## config.mk

```make
export PLATFORM = sky130hd
export DESIGN_NAME = periodic_task_scheduler_core
export DESIGN_NICKNAME = d
export VERILOG_FILES = /design/src/hdl/pts_pkg.sv /design/src/hdl/periodic_task_scheduler_core.sv
export SDC_FILE = /design/constraint.sdc
export NUM_CORES = 2
export LEC_CHECK = 0
export BUFFER_PORTS_ARGS = -buffer_cell sky130_fd_sc_hd__buf_2
export CAP_MARGIN = 20
export CELL_PAD_IN_SITES_DETAIL_PLACEMENT = 2
export CELL_PAD_IN_SITES_GLOBAL_PLACEMENT = 2
export CORE_MARGIN = 1.5
export CORE_UTILIZATION = 49
export CTS_CLUSTER_SIZE = 28
export DETAILED_ROUTE_END_ITERATION = 10
export PLACE_DENSITY = 0.88
export SLEW_MARGIN = 20
export SYNTH_ARGS = -nofsm -noshare
export SYNTH_HDL_FRONTEND = slang
export SYNTH_SLANG_ARGS = --single-unit
```

## constraint.sdc

```tcl
create_clock -name clock -period 11.2 [get_ports clock]
set_input_delay 1.12 -clock clock [delete_from_list [all_inputs] [get_ports clock]]
set_output_delay 1.12 -clock clock [all_outputs]
set_load 0.01 [all_outputs]
```

## src/hdl/pts_pkg.sv

```systemverilog
// ----------------------------------------------------------------------------
// Periodic task scheduler package
// Shared constants and transaction types for the scheduler core.
// ----------------------------------------------------------------------------
package pts_pkg;

   localparam int MaxTasksDefault = 16;
   localparam int KeyBitsDefault  = 16;

   localparam logic [2:0] REQ_REGISTER = 3'd0;
   localparam logic [2:0] REQ_REMOVE   = 3'd1;
   localparam logic [2:0] REQ_SET_EN   = 3'd2;
   localparam logic [2:0] REQ_SET_PER  = 3'd3;
   localparam logic [2:0] REQ_TICK     = 3'd4;

   localparam logic [1:0] STATUS_OK        = 2'd0;
   localparam logic [1:0] STATUS_NOT_FOUND = 2'd1;
   localparam logic [1:0] STATUS_FULL      = 2'd2;

   typedef struct packed {
      logic [2:0]  req_type;
      logic [15:0] task_key;
      logic [31:0] interval_ms;
      logic        enable;
      logic [31:0] now_ms;
   } req_type_type;

   typedef struct packed {
      logic [1:0]  status;
      logic        fired;
      logic [15:0] fired_key;
      logic [31:0] lateness_ms;
      logic        last;
   } rsp_type_type;

endpackage

```

## src/hdl/periodic_task_scheduler_core.sv

```systemverilog
// ----------------------------------------------------------------------------
// Periodic task scheduler core
// Ordered task table with register, remove, update and tick transactions.
// ----------------------------------------------------------------------------
// One transaction is handled at a time. A sequencer walks the task table one
// slot at a time (read, then compare or evaluate) with a single key
// comparator and a chained pair of 32-bit subtracters for elapsed time and
// lateness. A remove then shifts each later slot down one place. A stalled
// result holds up a tick walk and the closing result. Results sit in an
// output register; req_stall is high while a transaction is under way. Tick
// results announce each fired task with its lateness and finish with a
// closing result marked last; with the priority bit set, a tick stops after
// its first fired task. Table slots need no clearing after reset.
module periodic_task_scheduler_core
   import pts_pkg::*;
#(
   parameter int MAX_TASKS = MaxTasksDefault
) (
   input  logic         clock,
   input  logic         reset,
   input  logic         req_valid,
   output logic         req_stall,
   input  req_type_type req_data,
   output logic         rsp_valid,
   input  logic         rsp_stall,
   output rsp_type_type rsp_data,
   input  logic         csr_write,
   input  logic         csr_wdata
);

   localparam int IW = $clog2(MAX_TASKS);
   localparam int CW = $clog2(MAX_TASKS + 1);

   localparam logic [2:0] S_IDLE   = 3'd0;
   localparam logic [2:0] S_SEARCH = 3'd1;
   localparam logic [2:0] S_SHIFT  = 3'd2;
   localparam logic [2:0] S_TREAD  = 3'd3;
   localparam logic [2:0] S_TEVAL  = 3'd4;
   localparam logic [2:0] S_EMIT   = 3'd5;
   localparam logic [2:0] S_WAIT   = 3'd6;

   // task table memories
   logic [15:0] key_mem [MAX_TASKS];
   logic [31:0] per_mem [MAX_TASKS];
   logic        en_mem  [MAX_TASKS];
   logic [31:0] lf_mem  [MAX_TASKS];

   logic [2:0]   state_ff, state_in;
   logic [CW-1:0] count_ff, count_in;
   logic [CW-1:0] idx_ff, idx_in;
   logic          prio_ff;
   req_type_type  req_ff;
   rsp_type_type  rsp_ff, rsp_in;
   logic          rsp_valid_ff, rsp_valid_in;
   logic          done_ff, done_in;  // set while the evaluate state does a shift step
   logic [1:0]    st_ff, st_in;      // status for the closing result

   // registered read of slot idx
   logic [15:0] rd_key_ff;
   logic [31:0] rd_per_ff, rd_lf_ff;
   logic        rd_en_ff;

   // table write port
   logic          wr_en;
   logic [IW-1:0] wr_idx;
   logic [15:0]   wr_key;
   logic [31:0]   wr_per, wr_lf;
   logic          wr_ena;
   logic [IW-1:0] rd_idx;

   logic [31:0] elapsed, late;

   assign req_stall = (state_ff != S_IDLE);
   assign rsp_valid = rsp_valid_ff;
   assign rsp_data  = rsp_ff;

   assign rd_idx  = idx_ff[IW-1:0];
   assign elapsed = req_ff.now_ms - rd_lf_ff;
   assign late    = elapsed - rd_per_ff;

   always_ff @(posedge clock) begin
      rd_key_ff <= key_mem[rd_idx];
      rd_per_ff <= per_mem[rd_idx];
      rd_en_ff  <= en_mem[rd_idx];
      rd_lf_ff  <= lf_mem[rd_idx];
      if (wr_en) begin
         key_mem[wr_idx] <= wr_key;
         per_mem[wr_idx] <= wr_per;
         en_mem[wr_idx]  <= wr_ena;
         lf_mem[wr_idx]  <= wr_lf;
      end
   end

   always_ff @(posedge clock) begin
      if (reset) begin
         state_ff     <= S_IDLE;
         count_ff     <= '0;
         idx_ff       <= '0;
         prio_ff      <= 1'b0;
         rsp_valid_ff <= 1'b0;
         done_ff      <= 1'b0;
      end else begin
         state_ff     <= state_in;
         count_ff     <= count_in;
         idx_ff       <= idx_in;
         rsp_valid_ff <= rsp_valid_in;
         done_ff      <= done_in;
         if (csr_write) begin
            prio_ff <= csr_wdata;
         end
      end
   end

   always_ff @(posedge clock) begin
      rsp_ff <= rsp_in;
      st_ff  <= st_in;
      if (req_valid && !req_stall) begin
         req_ff <= req_data;
      end
   end

   function automatic rsp_type_type close_rsp(input logic [1:0] st);
      rsp_type_type r;
      r = '0;
      r.status = st;
      r.last   = 1'b1;
      return r;
   endfunction

   always_comb begin
      state_in     = state_ff;
      count_in     = count_ff;
      idx_in       = idx_ff;
      rsp_in       = rsp_ff;
      rsp_valid_in = rsp_valid_ff && rsp_stall;
      done_in      = done_ff;
      st_in        = st_ff;
      wr_en        = 1'b0;
      wr_idx       = rd_idx;
      wr_key       = rd_key_ff;
      wr_per       = rd_per_ff;
      wr_ena       = rd_en_ff;
      wr_lf        = rd_lf_ff;

      unique case (state_ff)
         S_IDLE: begin
            idx_in = '0;
            if (req_valid) begin
               state_in = (req_data.req_type == REQ_TICK) ? S_TREAD : S_SEARCH;
            end
         end
         // idx_ff addresses the slot whose data arrive next cycle; the
         // comparison runs on those data of slot idx_ff in the wait state
         S_SEARCH: begin
            state_in = S_WAIT;
         end
         S_WAIT: begin
            // rd_* hold slot idx_ff
            if (idx_ff >= count_ff) begin
               // no match
               if (req_ff.req_type == REQ_REGISTER) begin
                  if (count_ff < CW'(MAX_TASKS)) begin
                     wr_en    = 1'b1;
                     wr_idx   = count_ff[IW-1:0];
                     wr_key   = req_ff.task_key;
                     wr_per   = req_ff.interval_ms;
                     wr_ena   = req_ff.enable;
                     wr_lf    = '0;
                     count_in = count_ff + 1'b1;
                     st_in    = STATUS_OK;
                  end else begin
                     st_in = STATUS_FULL;
                  end
               end else if (req_ff.req_type == REQ_REMOVE ||
                            req_ff.req_type == REQ_SET_EN ||
                            req_ff.req_type == REQ_SET_PER) begin
                  st_in = STATUS_NOT_FOUND;
               end else begin
                  st_in = STATUS_OK;
               end
               state_in = S_EMIT;
            end else if (rd_key_ff == req_ff.task_key &&
                         req_ff.req_type <= REQ_SET_PER) begin
               st_in = STATUS_OK;
               case (req_ff.req_type)
                  REQ_REGISTER: begin
                     wr_en  = 1'b1;
                     wr_per = req_ff.interval_ms;
                     wr_ena = req_ff.enable;
                     state_in = S_EMIT;
                  end
                  REQ_SET_EN: begin
                     wr_en  = 1'b1;
                     wr_ena = req_ff.enable;
                     state_in = S_EMIT;
                  end
                  REQ_SET_PER: begin
                     wr_en  = 1'b1;
                     wr_per = req_ff.interval_ms;
                     state_in = S_EMIT;
                  end
                  default: begin
                     // remove: pull later slots down one at a time
                     count_in = count_ff - 1'b1;
                     idx_in   = idx_ff + 1'b1;
                     state_in = S_SHIFT;
                  end
               endcase
            end else if (req_ff.req_type > REQ_SET_PER) begin
               st_in    = STATUS_OK;
               state_in = S_EMIT;
            end else begin
               idx_in   = idx_ff + 1'b1;
               state_in = S_SEARCH;
            end
         end
         S_SHIFT: begin
            // rd_* not yet valid for idx_ff; go through a read cycle
            if (idx_ff > count_ff) begin
               state_in = S_EMIT;
            end else begin
               state_in = S_TEVAL;
               done_in  = 1'b1;  // marks shift mode in the evaluate state
            end
         end
         S_TREAD: begin
            if (idx_ff >= count_ff) begin
               st_in    = STATUS_OK;
               state_in = S_EMIT;
            end else begin
               state_in = S_TEVAL;
            end
         end
         S_TEVAL: begin
            if (done_ff) begin
               // shift slot idx down into idx-1
               wr_en    = 1'b1;
               wr_idx   = IW'(idx_ff - 1'b1);
               idx_in   = idx_ff + 1'b1;
               done_in  = 1'b0;
               state_in = S_SHIFT;
            end else if (rd_key_ff != '0 && rd_en_ff && elapsed >= rd_per_ff) begin
               if (!rsp_valid_ff || !rsp_stall) begin
                  wr_en = 1'b1;
                  if (elapsed >= {rd_per_ff[30:0], 1'b0} || rd_lf_ff == '0) begin
                     wr_lf = req_ff.now_ms;
                  end else begin
                     wr_lf = rd_lf_ff + rd_per_ff;
                  end
                  rsp_in             = '0;
                  rsp_in.fired       = 1'b1;
                  rsp_in.fired_key   = rd_key_ff;
                  rsp_in.lateness_ms = late;
                  rsp_valid_in       = 1'b1;
                  idx_in   = prio_ff ? count_ff : idx_ff + 1'b1;
                  state_in = S_TREAD;
               end
            end else begin
               idx_in   = idx_ff + 1'b1;
               state_in = S_TREAD;
            end
         end
         S_EMIT: begin
            if (!rsp_valid_ff || !rsp_stall) begin
               rsp_in       = close_rsp(st_ff);
               rsp_valid_in = 1'b1;
               state_in     = S_IDLE;
            end
         end
         default: begin
            state_in = S_IDLE;
         end
      endcase
   end

endmodule
```

==> results.py, run 1 <==
metrics = {
    "run_status": {
        "status": "stopped before the end",
        "haltStage": "3_5_place_dp",
        "tool.error": "[ERROR DPL-0033] detailed placement checks failed during check placement.",
    },
    "synth": {
        "syn_area_per_cell_sq_um": 18.67,
        "synth_top_family_by_area": "multiplexers",
        "synth_cell_types": 76,
        "async_reset_ff_share_pct": 0,
        "synthesis.area_sq_mm": 0.06295,
        "synth_xor_xnor_area_share_pct": 1.503,
        "synth-edff-count": 1434,
        "synth_adder_area_share_pct": 2.811,
        "synth_simple_gate_area_share_pct": 3.554,
        "synth_fp_nets": 3600,
        "postSynthCellCount": 3371,
        "synth_compound_area_share_pct": 4.389,
        "muxShareOfSynthArea_pct": 14.75,
        "yosys_warnings": 0,
        "synth-main-ff-cell": "edfxtp_1",
        "ys_ff_latch": 1531,
        "ys_seq_area_share_pct": 71.49,
    },
    "floorplan": {
        "boundaryPins": 144,
        "rows": 131,
        "initial_core_util_pct": 49.36,
        "dieHeight_um": 361.4,
        "die_x_um": 361.4,
    },
    "place": {
        "place_congestion": 0.8841,
        "place.port_buffers": 143,
        "dp_hpwl_um": 155300,
    },
}
==> synthesized netlist by cell type (all sizes together), types with 15 or more instances <==
cell type	number	share of area (%)
mux4	393	14
buf	55	0.39
xor2	47	0.65
a21o	49	0.59
mux2i	40	0.64
nand3	27	0.21
edfxtp	1434	68
nor4	18	0.18
inv	104	0.62
nor2b	15	0.15
nor2	117	0.70
clkbuf	80	0.49
and2	32	0.32
dfxtp	97	3.1
o21ai	130	1.1
a211oi	15	0.19
nand2b	16	0.16
o21bai	20	0.24
nand2	184	1.1
ha	135	2.7
nand4	16	0.16
a21oi	120	0.97
nor3	17	0.14
xnor2	61	0.85
==> cell families after synthesis <==
kind of cell               count (synthesis)
buffers and inverters                    239
xor gates and xnor gates                 108
AOI/OAI and AO/OA                        439
adders and majority gates                139
muxes                                    436
DFF                                     1531
and+or+nand+nor                          479
==> per-stage QoR <==
step | instances | worst slack (ps) | cell area [sq um]
2_1_floorplan | 3371 | 3221 | 62950
3_3_place_gp | 5147 | 4001 | 66180
==> run 2, diff against run 1 <==
--- a/config.mk
+++ b/config.mk
@@ -7,13 +7,10 @@
 export LEC_CHECK = 0
 export BUFFER_PORTS_ARGS = -buffer_cell sky130_fd_sc_hd__buf_2
 export CAP_MARGIN = 20
-export CELL_PAD_IN_SITES_DETAIL_PLACEMENT = 2
-export CELL_PAD_IN_SITES_GLOBAL_PLACEMENT = 2
 export CORE_MARGIN = 1.5
-export CORE_UTILIZATION = 49
-export CTS_CLUSTER_SIZE = 28
+export CORE_UTILIZATION = 40
 export DETAILED_ROUTE_END_ITERATION = 10
-export PLACE_DENSITY = 0.88
+export PLACE_DENSITY_LB_ADDON = 0.15
 export SLEW_MARGIN = 20
 export SYNTH_ARGS = -nofsm -noshare
 export SYNTH_HDL_FRONTEND = slang
==> run 2 against run 1 <==
Against the previous run:
- area after synthesis stayed put
- synthesized cell count unchanged
- the run now ends clean
==> results.py, run 2 <==
metrics = {
    "run_status": {
        "status": "finished clean",
    },
    "global_routing": {
        "grtUsageMet3_pct": 3.490,
        "grt_max_degree": 97,
        "grt_pass1_wl_um": 242100,
        "antenna_found_initial": 5,
        "use_met1_pct": 31.70,
        "grt_util_met2_pct": 32.95,
        "busiest_layer": "met2",
        "overflow": 0,
        "grt_pass1_vias": 33140,
        "globalRouteTotalUtil_pct": 21.29,
    },
    "layout": {
        "final_util_pct": 46.14,
        "fillers": 13260,
        "layout.nets": 3894,
        "syn_to_final_growth_pct": 14.51,
        "multiInputGateArea_sq_mm": 0.01717,
        "layout-drive-gt1-share_pct": 24.92,
        "final_common_cell": "edfxtp_1",
        "reg_top3": "lf_mem (512), per_mem (512), key_mem (256)",
        "regArea_sq_mm": 0.04502,
        "antenna-diode-count": 0,
        "layout_common_cells": "edfxtp_1, mux4_2, nand2_1",
    },
    "synth": {
        "synthTopCellsByCount": "edfxtp_1, mux4_2, nand2_1",
        "postSynthCellCount": 3371,
        "yosys_warnings": 0,
        "synth_cell_types": 76,
        "netlist.area_leader.share_pct": 68.41,
        "synth_adder_area_share_pct": 2.811,
        "synth_fp_nets": 3600,
        "synth_area_leaders": "edfxtp_1, mux4_2, dfxtp_1",
        "synth-main-ff-cell": "edfxtp_1",
        "async_reset_ff_share_pct": 0,
        "synth_simple_gate_area_share_pct": 3.554,
        "muxShareOfSynthArea_pct": 14.75,
        "synth_top_family_by_area": "multiplexers",
        "synth_most_common_cell": "edfxtp_1",
        "yosys.area.top_type": "edfxtp_1",
        "syn_area_per_cell_sq_um": 18.67,
        "synth-edff-count": 1434,
        "ys_ff_latch": 1531,
        "synth_compound_area_share_pct": 4.389,
        "synthesis.area_sq_mm": 0.06295,
        "synth_xor_xnor_area_share_pct": 1.503,
        "ys_seq_area_share_pct": 71.49,
    },
    "setup_path": {
        "worstPathMaxFanout": 41,
        "path_delay_family": "compound AO/OA/AOI/OAI gates",
        "slowest_delay_ps": 860,
        "critPathBufInv": 2,
        "crit_path_end_kind": "flip-flop",
        "path_cells": "inv_1, ha_1, nor2b_1, o21ai_0, a21oi_1, o41ai_1, o21a_1, a21oi_1, nor3_1, o31ai_1, a211oi_1, nor3_1, ha_1, and3_1, nand2_1, nor2_1, o2111ai_1, a211oi_1, o21a_1, o21ai_1, nor2_4, buf_4",
        "worstPathArrival_ps": 7800,
        "crit_slowest_cell": "buf_4",
        "cp-start-kind": "flip-flop",
        "critPathKind": "reg2reg",
        "cp_data_required_time_ps": 11590,
    },
    "floorplan": {
        "dieHeight_um": 399.7,
        "boundaryPins": 144,
        "die_x_um": 399.7,
        "dieArea_sq_mm": 0.1598,
        "initial_core_util_pct": 40.30,
        "rows": 145,
        "core-area_sq_mm": 0.1562,
    },
    "route": {
        "routed_wl_um": 169100,
        "drt_iter0_drc": 3175,
        "drc_errors": 0,
        "wl_per_cell_um": 28.87,
        "ant_nets": 0,
        "first_pass_iters": 6,
        "vias_per_cell": 5.618,
        "num_vias": 32910,
    },
    "sta": {
        "tightest_slew_ps": 1121,
        "slew_viol_final": 0,
        "hold_viol": 0,
        "period_share_pct": 66.15,
        "rsz0062_at_grt": "no",
        "slew_headroom_pct": 24.73,
        "max_freq_mhz": 135.0,
        "skew_ps": 51.47,
        "setup_viol": 0,
        "setup-tns-final_ps": 0,
        "layout_min_cycle_time_ps": 7409,
    },
    "clocking": {
        "cts-root-buf": "clkbuf_16",
        "ctsHoldBuffers": 0,
        "h-tree-depth": 4,
        "cts_buffers": 161,
        "cts_resized": 0,
        "cts_tree": "done",
        "clk_pin_slew_worst_paths_ps": 60,
        "clock-sinks": 1531,
        "post_cts_buffers": 0,
        "clockBufferDepth": 3,
        "insertion_delay_ps": 800,
    },
    "power_and_ir_drop": {
        "ir_worst_vdd_mv": 0.2063,
        "p_leak_nw": 23.55,
        "powerDensity_mw_per_mm2": 239.4,
    },
    "place": {
        "place_congestion": 0.9090,
        "place.port_buffers": 143,
        "dp_hpwl_um": 101300,
    },
    "worst_hold_path": {
        "hold_path_class": "in2reg",
    },
    "flow_run": {
        "cap_violations": 0,
    },
}
run 2: cell counts after synthesis:
Identical to the previous run, type by type.
run 2: logic make-up after synthesis:
| logic type | after synthesis |
|---|---|
| simple gates | 479 |
| flops | 1531 |
| mux | 436 |
| fa+ha+maj | 139 |
| buf+inv | 239 |
| compound gates | 439 |
| xor+xnor | 108 |
run 2: per-stage QoR:
step                      instance area (sq um)  total power [mW]  setup slack, ps  hold WS, ps  instances
after floorplan                           62950             10.36             3221        461.5       3371
after global placement                    66800             12.10             3641        530.4       5555
after detailed placement                  66860             12.08             3786        528.0       5558
after CTS                                 72040             17.32             3739        436.1       5856
after global routing                      72080             18.00             3377        452.8       5858
final                                     72080             17.25             3791        495.6       5858
run 2: layer usage:
layer  wire length, um  up-vias  part of all wire, %
met5                 0        -                    0
li1                  -    14240                    -
met2             79100      944                   47
met4              2945        0                  1.7
met1             77910    17540                   46
met3              9182      191                  5.4
run 2: worst paths after layout:
kind,from,end,slack (ps),depth (start not counted)
max,rd_lf_ff[1],per_mem[14][11],3790,22
min reg2reg,st_ff[0],rsp_data[50],530,1
max reg2reg,rd_lf_ff[1],per_mem[14][11],3790,22
min,req_data[79],req_ff[79],500,1
run 2: layout make-up:
type / instances / share of cell area, %
sequential: 1531 / 62.46
clock buffer: 225 / 6.234
inverter: 104 / 0.5416
timing repair buffer: 266 / 2.416
multi-input combinational: 1601 / 23.82
tap: 2058 / 3.572
clock inverter: 73 / 0.9547
run 2: power breakdown:
part | switching [mW] | internal (mW)
registers | 0.283 | 7.06
logic | 2.99 | 1.71
clock network | 2.26 | 2.96
Power figures use the tool's default switching activity.
